`config.mk`:
```
export PLATFORM = sky130hd
export DESIGN_NAME = length_prefixed_record_bom_rewriter
export DESIGN_NICKNAME = d
export VERILOG_FILES = /design/src/sv/lprbr_pkg.sv /design/src/sv/length_prefixed_record_bom_rewriter.sv
export SDC_FILE = /design/constraint.sdc
export NUM_CORES = 1
export LEC_CHECK = 0
export ABC_AREA = 1
export ABC_CLOCK_PERIOD_IN_PS = 5500
export BUFFER_PORTS_ARGS = -buffer_cell sky130_fd_sc_hd__clkbuf_2
export CORE_MARGIN = 10
export CORE_UTILIZATION = 50
export DETAILED_ROUTE_END_ITERATION = 8
export PLACE_DENSITY = 0.67
export SLEW_MARGIN = 5
export SYNTH_ARGS = -nofsm -noshare
export SYNTH_HDL_FRONTEND = slang
export SYNTH_SLANG_ARGS = --single-unit
```
`constraint.sdc`:
```
create_clock -name i_clk -period 5.5 [get_ports i_clk]
set_input_delay 0.825 -clock i_clk [delete_from_list [all_inputs] [get_ports i_clk]]
set_output_delay 0.825 -clock i_clk [all_outputs]
set_load 0.01 [all_outputs]
```
`src/sv/lprbr_pkg.sv`:
```
// Package for the length-prefixed record BOM rewriter.
// Holds the parse phase type, the result record type and the fixed byte constants.
// Depends on nothing.
package lprbr_pkg;

    typedef enum logic [1:0] {
        PH_HEADER  = 2'd0,
        PH_LEN_LO  = 2'd1,
        PH_LEN_HI  = 2'd2,
        PH_PAYLOAD = 2'd3
    } t_phase;

    localparam logic [7:0] BOM_FIRST  = 8'hFF;
    localparam logic [7:0] BOM_SECOND = 8'hFE;
    localparam logic [2:0] COUNT_LO_POS = 3'd6;
    localparam logic [2:0] COUNT_HI_POS = 3'd7;

    localparam logic KIND_DATA  = 1'b0;
    localparam logic KIND_START = 1'b1;

    typedef struct packed {
        logic        kind;
        logic [7:0]  data;
        logic [19:0] offset;
        logic [14:0] index;
        logic        overflow;
        logic        last;
    } t_result;

endpackage

```
`src/sv/length_prefixed_record_bom_rewriter.sv`:
```
// A result appears in the cycle after its byte is accepted, later if older results wait.
// Throughput: one byte per cycle while each byte gives at most one result and output is not
// stalled; a length high byte's three results drain from a four-entry queue and stall input.
// Reset (synchronous, active low) empties the queue and returns the parser to the header.
// Top level of the rewriter; depends on lprbr_pkg.
module length_prefixed_record_bom_rewriter #(
    parameter int OFFSET_BITS = 20
) (
    input  logic        i_clk,
    input  logic        i_rst_n,
    input  logic        i_in_valid,
    output logic        o_in_stall,
    input  logic [7:0]  i_data_byte,
    input  logic        i_first_byte,
    output logic        o_out_valid,
    input  logic        i_out_stall,
    output logic        o_out_kind,
    output logic [7:0]  o_out_byte,
    output logic [19:0] o_out_offset,
    output logic [14:0] o_string_index,
    output logic        o_overflow,
    output logic        o_last_of_run
);

    localparam logic [OFFSET_BITS-1:0] OFFSET_MAX = '1;

    lprbr_pkg::t_phase      r_phase, n_phase;
    logic [2:0]             r_header_pos, n_header_pos;
    logic [7:0]             r_count_lo, n_count_lo;
    logic [15:0]            r_total, n_total;
    logic [14:0]            r_done, n_done;
    logic [7:0]             r_len_lo, n_len_lo;
    logic [15:0]            r_left, n_left;
    logic [OFFSET_BITS-1:0] r_wo, n_wo;

    lprbr_pkg::t_result     r_q [4];
    logic [1:0]             r_rd;
    logic [2:0]             r_count;

    lprbr_pkg::t_result     res [3];
    logic [1:0]             push_n;
    logic                   in_take, out_take;
    logic [1:0]             wr;
    logic [2:0]             n_count;

    function automatic logic [OFFSET_BITS-1:0] sat_inc(input logic [OFFSET_BITS-1:0] v);
        sat_inc = (v == OFFSET_MAX) ? v : v + 1'b1;
    endfunction

    function automatic logic [19:0] low_offset(input logic [OFFSET_BITS-1:0] v);
        logic [OFFSET_BITS+19:0] ext;
        ext = (OFFSET_BITS+20)'(v);
        low_offset = ext[19:0];
    endfunction

    function automatic lprbr_pkg::t_result make_res(input logic kind, input logic [7:0] data,
        input logic [OFFSET_BITS-1:0] off, input logic [14:0] idx, input logic last);
        lprbr_pkg::t_result r;
        r.kind     = kind;
        r.data     = data;
        r.offset   = low_offset(off);
        r.index    = idx;
        r.overflow = (off == OFFSET_MAX);
        r.last     = last;
        make_res   = r;
    endfunction

    assign out_take   = o_out_valid && !i_out_stall;
    assign o_in_stall = (r_count > 3'd2) || ((r_count == 3'd2) && i_out_stall);
    assign in_take    = i_in_valid && !o_in_stall;

    always_comb begin
        lprbr_pkg::t_phase      c_phase;
        logic [2:0]             c_hpos;
        logic [7:0]             c_clo;
        logic [15:0]            c_total;
        logic [14:0]            c_done;
        logic [7:0]             c_llo;
        logic [15:0]            c_left;
        logic [OFFSET_BITS-1:0] c_wo;
        logic [OFFSET_BITS-1:0] wo1;
        logic [15:0]            len;
        if (i_first_byte) begin
            c_phase = lprbr_pkg::PH_HEADER;
            c_hpos  = '0;
            c_clo   = '0;
            c_total = '0;
            c_done  = '0;
            c_llo   = '0;
            c_left  = '0;
            c_wo    = '0;
        end else begin
            c_phase = r_phase;
            c_hpos  = r_header_pos;
            c_clo   = r_count_lo;
            c_total = r_total;
            c_done  = r_done;
            c_llo   = r_len_lo;
            c_left  = r_left;
            c_wo    = r_wo;
        end
        wo1          = sat_inc(c_wo);
        len          = {i_data_byte, c_llo};
        n_phase      = c_phase;
        n_header_pos = c_hpos;
        n_count_lo   = c_clo;
        n_total      = c_total;
        n_done       = c_done;
        n_len_lo     = c_llo;
        n_left       = c_left;
        n_wo         = c_wo;
        push_n       = 2'd0;
        res[0]       = make_res(lprbr_pkg::KIND_DATA, i_data_byte, c_wo, c_done, 1'b1);
        res[1]       = make_res(lprbr_pkg::KIND_DATA, lprbr_pkg::BOM_FIRST, c_wo, c_done, 1'b0);
        res[2]       = make_res(lprbr_pkg::KIND_DATA, lprbr_pkg::BOM_SECOND, wo1, c_done, 1'b1);
        case (c_phase)
            lprbr_pkg::PH_HEADER: begin
                if (c_hpos == lprbr_pkg::COUNT_LO_POS) begin
                    n_count_lo = i_data_byte;
                end else if (c_hpos == lprbr_pkg::COUNT_HI_POS) begin
                    n_total = i_data_byte[7] ? 16'd0 : {i_data_byte, c_clo};
                end
                if (c_hpos == lprbr_pkg::COUNT_HI_POS) begin
                    n_header_pos = '0;
                    n_phase      = lprbr_pkg::PH_LEN_LO;
                end else begin
                    n_header_pos = c_hpos + 3'd1;
                end
            end
            lprbr_pkg::PH_LEN_LO: begin
                if (16'(c_done) < c_total) begin
                    n_len_lo = i_data_byte;
                    n_phase  = lprbr_pkg::PH_LEN_HI;
                end
            end
            lprbr_pkg::PH_LEN_HI: begin
                push_n = 2'd3;
                res[0] = make_res(lprbr_pkg::KIND_START, 8'd0, c_wo, c_done, 1'b0);
                n_wo   = sat_inc(wo1);
                if (len == 16'd0) begin
                    n_done  = c_done + 15'd1;
                    n_phase = lprbr_pkg::PH_LEN_LO;
                end else begin
                    n_left  = len;
                    n_phase = lprbr_pkg::PH_PAYLOAD;
                end
            end
            default: begin
                push_n = 2'd1;
                n_wo   = wo1;
                n_left = (c_left != 16'd0) ? c_left - 16'd1 : c_left;
                if (n_left == 16'd0) begin
                    n_done  = c_done + 15'd1;
                    n_phase = lprbr_pkg::PH_LEN_LO;
                end
            end
        endcase
    end

    assign wr      = r_rd + r_count[1:0];
    assign n_count = r_count - {2'b0, out_take} + (in_take ? {1'b0, push_n} : 3'd0);

    always_ff @(posedge i_clk) begin
        if (!i_rst_n) begin
            r_phase      <= lprbr_pkg::PH_HEADER;
            r_header_pos <= '0;
            r_count_lo   <= '0;
            r_total      <= '0;
            r_done       <= '0;
            r_len_lo     <= '0;
            r_left       <= '0;
            r_wo         <= '0;
            r_rd         <= '0;
            r_count      <= '0;
        end else begin
            if (in_take) begin
                r_phase      <= n_phase;
                r_header_pos <= n_header_pos;
                r_count_lo   <= n_count_lo;
                r_total      <= n_total;
                r_done       <= n_done;
                r_len_lo     <= n_len_lo;
                r_left       <= n_left;
                r_wo         <= n_wo;
            end
            if (out_take) begin
                r_rd <= r_rd + 2'd1;
            end
            r_count <= n_count;
        end
    end

    always_ff @(posedge i_clk) begin
        if (in_take) begin
            if (push_n != 2'd0) begin
                r_q[wr] <= res[0];
            end
            if (push_n == 2'd3) begin
                r_q[wr + 2'd1] <= res[1];
                r_q[wr + 2'd2] <= res[2];
            end
        end
    end

    assign o_out_valid    = (r_count != 3'd0);
    assign o_out_kind     = r_q[r_rd].kind;
    assign o_out_byte     = r_q[r_rd].data;
    assign o_out_offset   = r_q[r_rd].offset;
    assign o_string_index = r_q[r_rd].index;
    assign o_overflow     = r_q[r_rd].overflow;
    assign o_last_of_run  = r_q[r_rd].last;

    a_count_bound: assert property (@(posedge i_clk) disable iff (!i_rst_n)
        r_count <= 3'd4)
        else $error("Result queue holds more than four entries.");

    a_run_complete: assert property (@(posedge i_clk) disable iff (!i_rst_n)
        (o_out_valid && !o_last_of_run) |-> (r_count >= 3'd2))
        else $error("A result that is not the last of its run has no follower queued.");

    a_offset_monotonic: assert property (@(posedge i_clk) disable iff (!i_rst_n)
        (in_take && !i_first_byte) |=> (r_wo >= $past(r_wo)))
        else $error("Write offset moved backward without a new file.");

    a_stall_when_full: assert property (@(posedge i_clk) disable iff (!i_rst_n)
        (r_count >= 3'd3) |-> o_in_stall)
        else $error("Input accepted without room for three results.");

endmodule

```
# ---- After elaboration in Yosys (flattened, before gate mapping)
# Memory sizes are Yosys's and may differ from the RTL's. A register that Yosys moved wholly into a read port is not among the register bits.
# Index checks and enable logic that the tools add are counted.
# W data, S select, Z words.
dict set report classes {
  add_sub_neg 11
  n_reduce_logical 13
  magnitude_cmp 2
  n_eq_ne 8
  n_mux 43
}
# op n
set ops {}
lappend ops {{$mux W16} 7}
lappend ops {{$mux W15} 4}
lappend ops {{$mux W20} 3}
lappend ops {{$mux W8} 6}
lappend ops {{$mux W46} 1}
lappend ops {{$add A20 B1 Y20 const B} 2}
lappend ops {{$eq A20 B20 Y1 const B} 2}
lappend ops {{$pmux W20 S2} 1}
lappend ops {{$logic_not A16 Y1} 2}
lappend ops {{$pmux W16 S2} 1}
lappend ops {{$pmux W15 S2} 1}
lappend ops {{$lt A15 B16 Y1} 1}
lappend ops {{$mux W2} 8}
lappend ops {{$reduce_bool A16 Y1} 1}
lappend ops {{$sub A16 B1 Y16 const B} 1}
lappend ops {{$add A15 B1 Y15 const B} 1}
lappend ops {{$mux W3} 3}
lappend ops {{$eq A3 B3 Y1 const B} 2}
lappend ops {{$mux W1} 6}
lappend ops {{$pmux W2 S3} 1}
lappend ops {{$add A2 B1 Y2 const B} 2}
lappend ops {{$eq A2 B2 Y1 const B} 2}
lappend ops {{$pmux W2 S2} 1}
lappend ops {{$add A3 B1 Y3 const B} 1}
lappend ops {{14 further kinds} 17}
dict set report word_totals {
  output_inout_bits 48
  input_bits 13
  mem_count 1
  ff_bits 93
  word_cells 88
  ramBits 184
}
# name words word_bits read_ports rd_ports_with_merged_regs wr line
set memory_table {}
lappend memory_table {r_q 4 46 1 1 3 length_prefixed_record_bom_rewriter.sv:36} ;# lprbr_pkg::t_result r_q [4];

# ---- Depth between registers and ports, before layout
# Gate-level depths: netlist of run 1.
dict set report logic_depth {
  word_depth 8
  depth_mapped 29
  depth_no_buf 23
}

# ---- Least setup slack after synthesis of run 1
# Ideal clock, no wire load.
dict set report synth_timing {
  path_type {in2reg}
  startpoint {in i_first_byte}
  endpoint {reg r_wo[0]}
  arrival_ns 3.919
  setup_ns 0.132
  path_slack_ns 1.449
  required_time_ns 5.368
  path_stages 26
  n_path_buf 5
  cell_sequence {buf_6 inv_8 buf_12 buf_6 buf_6 nand2_1 inv_1 ha_1 nand2_1 nor2_4 inv_1 nor2_2 nand3_2 buf_6 xor2_2 inv_1 ha_1 nand3_2 nor2_4 nand3_2 nor2_2 nand2_1 nand3_1 nand3_1 nand2_1 a21oi_1}
}
dict set report synth_via {
  elab_chain_cells 6
  elab_cells_between_ends 13
  cone_classes {2 x add/sub; 4 x eq/ne; 5 x mux; 2 x reduce/logical}
}
# element line
set synth_lines {}
lappend synth_lines {{start: declaration} length_prefixed_record_bom_rewriter.sv:14} ;# input logic i_first_byte,
lappend synth_lines {{$mux W20} length_prefixed_record_bom_rewriter.sv:83} ;# if (i_first_byte) begin
lappend synth_lines {{$add A20 B1 Y20 or $eq A20 B20 Y1 (tied branches)} length_prefixed_record_bom_rewriter.sv:47} ;# sat_inc = (v == OFFSET_MAX) ? v : v + 1'b1;
lappend synth_lines {{$mux W20} length_prefixed_record_bom_rewriter.sv:47}
lappend synth_lines {{$add A20 B1 Y20 or $eq A20 B20 Y1 (tied branches)} length_prefixed_record_bom_rewriter.sv:47}
lappend synth_lines {{$mux W20} length_prefixed_record_bom_rewriter.sv:47}
lappend synth_lines {{$pmux W20 S2 (*)} length_prefixed_record_bom_rewriter.sv:116} ;# case (c_phase)
lappend synth_lines {{end signal: assignment} length_prefixed_record_bom_rewriter.sv:184} ;# r_wo <= n_wo;
lappend synth_lines {{end: declaration} length_prefixed_record_bom_rewriter.sv:34} ;# logic [OFFSET_BITS-1:0] r_wo, n_wo;
# Mark *: on every way between the ends. The rest lies on a longest branch, timed or not.
# A chain may end at the register's enable or synchronous reset.

# ---- Worst setup path after layout of run 1
dict set report layout_timing {
  startpoint {in i_first_byte}
  endpoint {reg r_wo[11]}
}
# Same word-level chain as after synthesis.

==> parameters.txt, run 1 <==
Parameter                              Value

Worst setup path
  WP data required ... slightly below 6 ns
  Setup crit end kind ... flop
  Worst Path Class, Setup ... in2reg
  Arr. time, crit path ... 4.44 ns
  Startpoint class of the critical path ... input port
  Crit path buf inv count ... 6
  Critical path, cell by cell ... clkbuf_2 > inv_8 > nand2_1 > inv_1 > ha_1 > nand2_1 > nor2_4 > inv_1 > nor2_2 > nand3_2 > xor2_2 > inv_1 > ha_1 > nand3_2 > nor2_4 > inv_2 > nor2_2 > nand2_1 > a21oi_1 > o21bai_1 > a21oi_1
  Top delay family on crit path ... simple AND/OR/NAND/NOR gates
  Critical path fanouts, max ... 27
  Library cell contributing the largest single delay on the critical path ... sky130_fd_sc_hd__xor2_2
  Max incr delay on CP ... roughly 0.38 ns

Floorplanning
  Die Footprint ... approximately 0.041 mm²
  Initial core utilization ... 50.6%
  Die span in x ... about 200 µm
  Area of the core ... about 0.033 mm²
  Count of boundary I/O pins ... roughly 60
  Die Span Y ... roughly 200 µm
  Total number of placement rows ... 66

Synthesis
  Share of flip-flops with an asynchronous set or reset after synthesis ... 0%
  Post-synthesis cell type count ... 47
  Synth Area per Inst ... about 7.5 µm²
  Post-Syn Instances ... ~2200
  Synthesized Nets ... ~2300
  Yosys warnings ... 0
  Share of the yosys chip area belonging to registers ... 42.7%
  Synthesized flop and latch total ... between 200 and 300
  Ys flop type ... sky130_fd_sc_hd__edfxtp_1
  Count of flip-flops with a built-in enable after synthesis ... about 140
  Cell area after synthesis ... 0.0165 mm²

CTS
  Clock tree from TritonCTS ... built
  CTS sink count ... around 280
  CTS clk-pin slew, worst paths ... 0.05 ns
  Number of buffers created by CTS ... 34
  Buffers inserted by post-CTS timing repair ... 0
  CTS Hold Bufs ... 0
  Count of cells resized by post-cts repair ... 0
  Maximum buffer depth of the clock tree ... 3
  Root buffer cell ... sky130_fd_sc_hd__clkbuf_16
  Clk_lat worst skew ... 0.53 ns
  H-tree depth ... 2

Cells and area
  Fraction of final layout cells sized beyond drive strength 1 ... between 10% and 20%
  Area growth, synth to finish ... 10.2%
  Number of antenna repair diodes ... 0
  Number of nets at the end of the flow ... 2252
  Cell area after layout ... roughly 0.018 mm²

STA
  Final Skew ... 0.0198 ns
  Rel. slew slack ... about 24%
  Minimum clock period ... around 4.1 ns
  Setup violations, final ... 0
  Achievable clock frequency ... 245 MHz
  Worst slack on hold paths ... about 0.43 ns
  Slew at the pin closest to its max-slew limit ... around 1.1 ns
  Worst setup slack after layout ... between 1 and 1.5 ns
  Final Slew Violations ... 0
  Final TNS setup ... 0 ns
  Final Hold Fails ... 0
  Unrepaired setup endpoints after global routing ... no
  Final worst-path cycle share ... between 70% and 80%

Drt
  Pre-Repair DR Iteration Count ... 6
  Final wirelength ... between 50000 and 60000 µm
  Number of vias in the routed layout ... 15900
  Iter 0 DRT Violations ... 2045
  Highest layer used for signal routing ... met5
  WL met1 ... about 24000 µm
  Antenna-violating nets left ... 0
  Sum of met3 wire segment lengths after detailed routing ... a little over 5000 µm
  Via count normalized by instance count ... between 5 and 6
  Average wire per cell in the routed design ... 20.4 µm
  Detailed route wirelength on metal2 ... approximately 24000 µm
  Count of unresolved DRC violations after routing ... 0

Place
  Area after detailed placement ... about 0.017 mm²
  Post-placement worst setup slack ... about 1.0 ns
  Post-DP HPWL ... 36100 µm
  Final RePlAce weighted congestion ... around 1
  Number of buffers inserted by port buffering ... 60

Run status
  Status ... finished clean

Global route
  First-pass GRT wire length ... around 86000 µm
  Tot GR Track Use ... 26.0%
  Maximum number of pins on one net before global-route repair ... 93
  Global route total overflow ... 0
  Number of antenna violations at the first check in global routing ... 1
  Vias in the first global route ... approximately 15000

Power and ir drop
  Power density of the placed cells ... ~390 mW/mm²
  Leak ... about 7.3 nW
  Largest voltage drop on the vdd net ... 0.223 mV

Worst hold path
  Class of the most critical hold timing path ... reg2reg

Flow run
  Number of max-cap violations ... 0
## per-stage QoR
step	cells	util, %	total power, mW
2_1_floorplan	2211	-	4.14
3_3_place_gp	2619	52.5	4.78
3_5_place_dp	2619	52.5	4.83
4_1_cts	2680	55.8	7.03
5_1_grt	2680	55.8	7.41
6_report	2680	55.8	7.03
## cell usage in the layout (no fill, tap or decap), drive strengths merged
cell      instances
a41oi             1
a21oi           135
nand3            65
a21o              3
nor2            331
a22oi             2
nor4              1
and2              1
clkinvlp          1
clkinv            9
fa                1
a211oi            5
bufinv            1
o221ai           16
o21bai            8
inv             234
o21ai           358
a31oi            11
xnor2             7
and3              1
nand2           402
nand3b            2
edfxtp          144
nor3             22
dfxtp           135
o211ai           45
clkbuf          112
o22ai            54
xor2             34
ha               25
buf              36
nand4            36
## layout make-up
type | instances | area [µm²]
multi-input combinational | 1566 | 7970
fill | 3110 | 14400
clock inverter | 9 | 88.8
tap | 442 | 553
sequential | 279 | 7030
clock buffer | 52 | 1000
timing repair buffer | 96 | 621
inverter | 236 | 893
## logic make-up after synthesis
logic type               share of synthesized area, %
AO/OA/AOI/OAI                                    21.4
XOR/XNOR                                         2.23
adder cells (fa/ha/maj)                          2.02
buffers and inverters                            9.05
flip-flops                                       42.7
AND/OR/NAND/NOR                                  22.7
## state kept, by name, indices dropped and copies added, names as in the netlist, named ones only
signal and flops:
r_len_lo 8, r_q 184, r_wo 20, r_done 15
r_phase 2, r_rd 2, r_header_pos 3, r_left 16
r_count_lo 8, r_count 3, r_total 16
## power breakdown
group	internal (mW)	total, mW	switching (mW)
clock	1.31	2.21	0.902
sequential	2.52	2.68	0.162
combinational	0.678	2.14	1.46
total	4.51	7.03	2.52
## final timing paths
path | cells after the start | start | to | slack, ns
max reg2reg | 17 | r_phase[1] | r_q[3][28] | 1.61
min reg2reg | 2 | r_total[15] | r_total[15] | 0.43
max | 21 | i_first_byte | r_wo[11] | 1.42
min | 2 | r_total[15] | r_total[15] | 0.43
## metal layers
| metal | vias up | track usage (%) |
|---|---|---|
| met4 | 2 | 6.68 |
| li1 | 7489 | - |
| met1 | 7575 | 37.6 |
| met5 | - | 0 |
| met2 | 787 | 39.6 |
| met3 | 86 | 4.26 |
## tightest hold or removal path, stage by stage, from the launching register on
cell and delay [ns]:
sky130_fd_sc_hd__dfxtp_1 0.30, sky130_fd_sc_hd__nand2_1 0.05, sky130_fd_sc_hd__a21oi_1 0.03
## Yosys cell counts, types with 7 or more instances
cell type,count,share of area [%]
sky130_fd_sc_hd__inv_1,216,4.9
sky130_fd_sc_hd__nand2_2,26,0.99
sky130_fd_sc_hd__a21oi_1,135,4.1
sky130_fd_sc_hd__edfxtp_1,144,26
sky130_fd_sc_hd__ha_1,25,1.9
sky130_fd_sc_hd__inv_2,17,0.39
sky130_fd_sc_hd__buf_1,7,0.16
sky130_fd_sc_hd__nor3_1,21,0.64
sky130_fd_sc_hd__dfxtp_1,135,16
sky130_fd_sc_hd__a31oi_1,11,0.42
sky130_fd_sc_hd__o21bai_1,8,0.36
sky130_fd_sc_hd__xnor2_1,7,0.37
sky130_fd_sc_hd__o211ai_1,45,2.1
sky130_fd_sc_hd__o21ai_0,347,11
sky130_fd_sc_hd__nand2_1,370,8.4
sky130_fd_sc_hd__nor2_2,24,0.91
sky130_fd_sc_hd__o22ai_1,54,2.1
sky130_fd_sc_hd__nand3_1,59,1.8
sky130_fd_sc_hd__nor2_4,8,0.55
sky130_fd_sc_hd__o221ai_1,16,0.85
sky130_fd_sc_hd__buf_6,9,0.62
sky130_fd_sc_hd__o21ai_2,7,0.37
sky130_fd_sc_hd__nand4_1,35,1.3
sky130_fd_sc_hd__clkbuf_1,104,2.4
sky130_fd_sc_hd__xor2_1,33,1.8
sky130_fd_sc_hd__nor2_1,299,6.8
Note: power is estimated with default switching activity, not from simulation.
==> inputs of run 2 (changes only) <==
- ABC_CLOCK_PERIOD_IN_PS: 5500 -> 4150
- clock period: 5.5 -> 4.15 ns (I/O delays scaled with it)
==> run 2 against run 1 <==
  * Combinational power up 33%
  * Total power up 32%
  * First-iteration DRC count down 7.6%
  * Register-to-register slack worse by 0.99 ns
  * Clock power up 31%
  * Routed wire length down 0.97%
  * Final cell count up 0.45%
  * Clock skew down 0.0074 ns
==> parameters.txt, run 2 (synthesis results as in run 1) <==
Parameter                              Value

Global route
  First-pass GRT wire length ... roughly 85000 µm
  Vias in the first global route ... ~15000
  Global route total overflow ... 0
  Number of antenna violations at the first check in global routing ... 1
  Tot GR Track Use ... 25.7%
  Maximum number of pins on one net before global-route repair ... slightly above 90

CTS
  CTS clk-pin slew, worst paths ... around 0.060 ns
  H-tree depth ... 1
  CTS sink count ... between 200 and 300
  Clk_lat worst skew ... 0.57 ns
  Buffers inserted by post-CTS timing repair ... 0
  Clock tree from TritonCTS ... built
  Count of cells resized by post-cts repair ... 0
  Root buffer cell ... sky130_fd_sc_hd__clkbuf_16
  Maximum buffer depth of the clock tree ... 3
  CTS Hold Bufs ... 0
  Number of buffers created by CTS ... 31

Worst setup path
  Startpoint class of the critical path ... flop
  Library cell contributing the largest single delay on the critical path ... sky130_fd_sc_hd__dfxtp_1
  Top delay family on crit path ... simple AND/OR/NAND/NOR gates
  Setup crit end kind ... flop
  Worst Path Class, Setup ... reg2reg
  Critical path, cell by cell ... inv_1 > nor2_1 > ha_1 > nand2_1 > nor2_4 > inv_1 > nor2_2 > nand3_2 > nand2_1 > nand2_1 > inv_1 > ha_1 > nand3_2 > nor2_4 > inv_2 > nor2_2 > nand2_1 > a21oi_1 > o21bai_1 > a21oi_1
  Crit path buf inv count ... 4
  Arr. time, crit path ... a little over 4 ns
  WP data required ... between 4 and 5 ns
  Max incr delay on CP ... 0.45 ns
  Critical path fanouts, max ... 11
  CP dominant cell by count ... sky130_fd_sc_hd__nand2_1

Cells and area
  Post-route core utilization ... a little under three fifths
  Leading cell type in the layout, fill and taps excluded ... sky130_fd_sc_hd__nand2_1
  Number of flip-flops in the largest register ... around 180
  Reg with most FFs ... r_q
  Fraction of final layout cells sized beyond drive strength 1 ... 12.0%
  Number of antenna repair diodes ... 0
  Commonest cells after routing, fill and taps aside ... sky130_fd_sc_hd__nand2_1 (369), sky130_fd_sc_hd__o21ai_0 (347), sky130_fd_sc_hd__nor2_1 (297), sky130_fd_sc_hd__inv_1 (213), sky130_fd_sc_hd__edfxtp_1 (144)
  Number of nets at the end of the flow ... 2264
  Biggest regs ... r_q (184), r_wo (20)
  Area growth, synth to finish ... 10.8%
  Number of inserted filler cells in the final layout ... 3142

Floorplanning
  Area of the core ... about 0.033 mm²
  Die span in x ... between 200 and 250 µm
  Die Footprint ... 0.0406 mm²
  Total number of placement rows ... 66
  Count of boundary I/O pins ... about 60
  Initial core utilization ... 50.6%
  Die Span Y ... about 200 µm

Flow run
  Number of max-cap violations ... 0

Power and ir drop
  Largest voltage drop on the vdd net ... between 0.3 and 0.4 mV
  Leak ... 7.39 nW
  Power density of the placed cells ... just over 500 mW/mm²

STA
  Final worst-path cycle share ... ~85%
  Final Hold Fails ... 0
  Unrepaired setup endpoints after global routing ... no
  Worst setup slack after layout ... a little over 0.6 ns
  Setup violations, final ... 0
  Rel. slew slack ... between 30% and 40%
  Slew at the pin closest to its max-slew limit ... between 1 and 1.5 ns
  Final Slew Violations ... 0
  Minimum clock period ... about 3.5 ns
  Final TNS setup ... 0 ns
  Achievable clock frequency ... about 280 MHz
  Final Skew ... 0.0124 ns

Drt
  Via count normalized by instance count ... around 6.0
  Antenna-violating nets left ... 0
  Pre-Repair DR Iteration Count ... 6
  Average wire per cell in the routed design ... just over 20 µm
  Final wirelength ... about 54000 µm
  Iter 0 DRT Violations ... 1890
  Count of unresolved DRC violations after routing ... 0
  Number of vias in the routed layout ... about 16000

Place
  Number of buffers inserted by port buffering ... 60
  Post-placement worst setup slack ... 0.226 ns
  Post-DP HPWL ... 35900 µm
  Final RePlAce weighted congestion ... ~0.96

Run status
  Status ... finished clean

Worst hold path
  Class of the most critical hold timing path ... reg2reg
run 2: where the power goes:
part	switching (mW)	total [mW]	internal, mW
Sequential	0.214	3.55	3.34
Clock	1.18	2.89	1.71
Combinational	1.94	2.85	0.917
run 2: layout make-up:
| class | instances | area [µm²] | area share [%] |
|---|---|---|---|
| Sequential cell | 279 | 7030 | 38.5 |
| Inverter | 236 | 893 | 4.90 |
| Tap cell | 442 | 553 | 3.03 |
| Clock buffer | 38 | 815 | 4.46 |
| Multi-Input combinational cell | 1566 | 7970 | 43.7 |
| Timing Repair Buffer | 111 | 733 | 4.02 |
| Clock inverter | 20 | 251 | 1.38 |
run 2: path summary, 6_finish.rpt:
check	cells past startpoint	endpoint	slack [ns]	startpoint
max	20	r_wo[11]	0.62	r_wo[0]
min	2	r_total[15]	0.43	r_total[15]
max reg2reg	20	r_wo[11]	0.62	r_wo[0]
min reg2reg	2	r_total[15]	0.43	r_total[15]
run 2: worst min-delay path, cell delays in order, from the launching register on:
cell	delay, ns
sky130_fd_sc_hd__dfxtp_1	0.31
sky130_fd_sc_hd__nand2_1	0.05
sky130_fd_sc_hd__a21oi_1	0.03
run 2: metal layers:
layer | vias to the layer above | global-route usage [%] | part of all wire, %
met5 | - | 0 | 0
met4 | 0 | 7.81 | 2.5
met3 | 111 | 4.47 | 10
met2 | 844 | 38.0 | 42
met1 | 7577 | 37.4 | 45
li1 | 7516 | - | -
run 2: stage by stage:
stage	hold slack (ns)	area (µm²)	cells	power, mW
6_report	0.432	18200	2692	9.30
5_1_grt	0.469	18200	2692	9.80
4_1_cts	0.436	18200	2692	9.30
3_5_place_dp	0.425	17200	2634	6.43
3_3_place_gp	0.422	17200	2634	6.37
2_1_floorplan	0.412	16500	2211	5.49
==> inputs of run 3 (changes only) <==
==> constraint.sdc (replaced) <==
create_clock -name i_clk -period 4.15 [get_ports i_clk]
set_input_delay 0.83 -clock i_clk [delete_from_list [all_inputs] [get_ports i_clk]]
set_output_delay 0.83 -clock i_clk [all_outputs]
set_load 0.01 [all_outputs]
==> run 3 against run 2 <==
  * Largest cell class unchanged
  * Critical path depth grew 4
  * Routed wire length decreased by 0.22%
  * Count of clock-buffer cells in the layout is 1 lower
  * Global-route usage about the same
  * Sequential power hardly changed
  * Non-clock buffer count rose by 6
  * Critical path type is now in2reg
  * Via count shrank 0.69%
  * Register-to-register slack gained 0.08 ns
  * Highest routed layer unchanged
  * First-iteration DRC count shrank 4.6%
  * Die area is the same
==> parameters.txt, run 3 (synthesis results as in run 1) <==
Parameter                              Value

Worst setup path
  Max incr delay on CP ... between 0.3 and 0.4 ns
  Reg2Reg Depth ... 22
  Arr. time, crit path ... around 4 ns
  Worst Path Class, Setup ... in2reg
  CP dominant cell by count ... sky130_fd_sc_hd__nand2_1
  Setup crit end kind ... flop
  Startpoint class of the critical path ... input port
  Library cell contributing the largest single delay on the critical path ... sky130_fd_sc_hd__nand2_1
  WP data required ... roughly 4.7 ns
  Critical path fanouts, max ... 12
  Critical path, cell by cell ... clkbuf_2 > inv_8 > nand2_1 > inv_1 > ha_1 > nand2_1 > nor2_4 > inv_1 > nor2_2 > nand3_2 > nand2_1 > nand2_1 > inv_1 > ha_1 > nand3_2 > nor2_4 > inv_2 > nor2_2 > nand2_1 > nand2_1 > nand3_1 > nand3_1 > nand2_1 > a21oi_1

Drt
  Antenna-violating nets left ... 0
  Number of vias in the routed layout ... 15900
  Count of unresolved DRC violations after routing ... 0
  Iter 0 DRT Violations ... 1804
  Pre-Repair DR Iteration Count ... 6
  Via count normalized by instance count ... 5.91
  Final wirelength ... 54000 µm
  Average wire per cell in the routed design ... 20.0 µm

Flow run
  Number of max-cap violations ... 0

Global route
  Vias in the first global route ... 15000
  First-pass GRT wire length ... between 80000 and 90000 µm
  Number of antenna violations at the first check in global routing ... 0
  Global route total overflow ... 0
  Maximum number of pins on one net before global-route repair ... 77
  Tot GR Track Use ... between 20% and 30%

STA
  Final Skew ... 0.0168 ns
  Unrepaired setup endpoints after global routing ... no
  Slew at the pin closest to its max-slew limit ... 1.16 ns
  Rel. slew slack ... between 20 and 25%
  Final Hold Fails ... 0
  Minimum clock period ... approximately 3.5 ns
  Achievable clock frequency ... approximately 290 MHz
  Final Slew Violations ... 0
  Final worst-path cycle share ... a little over four fifths
  Final TNS setup ... 0 ns
  Setup violations, final ... 0
  Worst slack on hold paths ... 0.431 ns

CTS
  Number of buffers created by CTS ... 31
  Clk_lat worst skew ... between 0.5 and 0.6 ns
  Clock tree from TritonCTS ... built
  Root buffer cell ... sky130_fd_sc_hd__clkbuf_16
  Maximum buffer depth of the clock tree ... 3
  CTS sink count ... 279
  Buffers inserted by post-CTS timing repair ... 0
  CTS clk-pin slew, worst paths ... 0.06 ns
  CTS Hold Bufs ... 0
  H-tree depth ... 1
  Count of cells resized by post-cts repair ... 0

Place
  Final RePlAce weighted congestion ... 0.971
  Post-DP HPWL ... approximately 36000 µm
  Cell count after placement ... 2640
  Number of buffers inserted by port buffering ... 60

Cells and area
  Fraction of final layout cells sized beyond drive strength 1 ... 12.5%
  Area growth, synth to finish ... 11.7%
  Post-route core utilization ... between 50% and 60%
  Reg with most FFs ... r_q
  Leading cell type in the layout, fill and taps excluded ... sky130_fd_sc_hd__nand2_1
  Commonest cells after routing, fill and taps aside ... sky130_fd_sc_hd__nand2_1 (369), sky130_fd_sc_hd__o21ai_0 (347), sky130_fd_sc_hd__nor2_1 (297), sky130_fd_sc_hd__inv_1 (213), sky130_fd_sc_hd__edfxtp_1 (144)
  Final standard cell count with taps included and fillers excluded ... 2698
  Number of antenna repair diodes ... 0
  Biggest regs ... r_q (184), r_wo (20)
  Number of nets at the end of the flow ... approximately 2300
  Number of flip-flops in the largest register ... roughly 180

Power and ir drop
  Power density of the placed cells ... 522 mW/mm²
  Leak ... ~7.5 nW
  Largest voltage drop on the vdd net ... ~0.37 mV

Run status
  Status ... finished clean

Floorplanning
  Count of boundary I/O pins ... 61
  Area of the core ... around 0.033 mm²
  Die Footprint ... just over 0.04 mm²
  Total number of placement rows ... 66
  Initial core utilization ... approximately half
  Die span in x ... between 200 and 250 µm
  Die Span Y ... roughly 200 µm

Worst hold path
  Class of the most critical hold timing path ... reg2reg
  Count of cells along the worst hold path ... 2
run 3: changes by cell type in the layout (fill, tap and decap cells not counted), sizes merged:
cell,previous run,this run
clkinvlp,2,1
clkbuf,98,97
clkinv,13,12
bufinv,5,8
buf,51,57
run 3: cell type report:
type | count | area, µm²
repair buffers | 117 | 766
well taps | 442 | 553
inverters | 236 | 893
flip-flops and latches | 279 | 7030
clock buffers | 37 | 840
clock inverters | 21 | 340
multi-input cells | 1566 | 7970
fillers | 3094 | 14100
run 3: worst max-delay path, delay by kind of cell:
family | cells | cell delay, ns
AND/OR/NAND/NOR | 15 | 1.93
buffers and inverters | 6 | 0.59
adder cells (fa/ha/maj) | 2 | 0.48
AO/OA/AOI/OAI | 1 | 0.12
run 3: power by group:
group / total, mW / internal [mW] / switching [mW]
Combinational: 2.86 / 0.920 / 1.94
Sequential: 3.56 / 3.34 / 0.219
Clock: 3.18 / 1.95 / 1.22
run 3: final timing paths:
| check | end | slack [ns] | start |
|---|---|---|---|
| max reg2reg | r_wo[0] | 0.70 | r_wo[0] |
| min reg2reg | r_total[15] | 0.43 | r_total[15] |
| min | r_total[15] | 0.43 | r_total[15] |
| max | r_wo[0] | 0.67 | i_first_byte |
run 3: routing by layer:
layer | vias up | track usage [%] | wire, µm
li1 | 7525 | - | -
met1 | 7549 | 36.2 | 23600
met2 | 761 | 39.4 | 23700
met3 | 102 | 5.20 | 5580
met4 | 0 | 6.50 | 1170
met5 | - | 0 | 0
run 3: stage by stage:
| step | power (mW) | cell area (µm²) | worst slack (ns) |
|---|---|---|---|
| 2_1_floorplan | 5.49 | 16500 | 0.0938 |
| 3_3_place_gp | 6.37 | 17200 | 0.247 |
| 3_5_place_dp | 6.44 | 17200 | 0.123 |
| 4_1_cts | 9.59 | 18400 | 0.704 |
| 5_1_grt | 10.1 | 18400 | 0.319 |
| 6_report | 9.60 | 18400 | 0.674 |
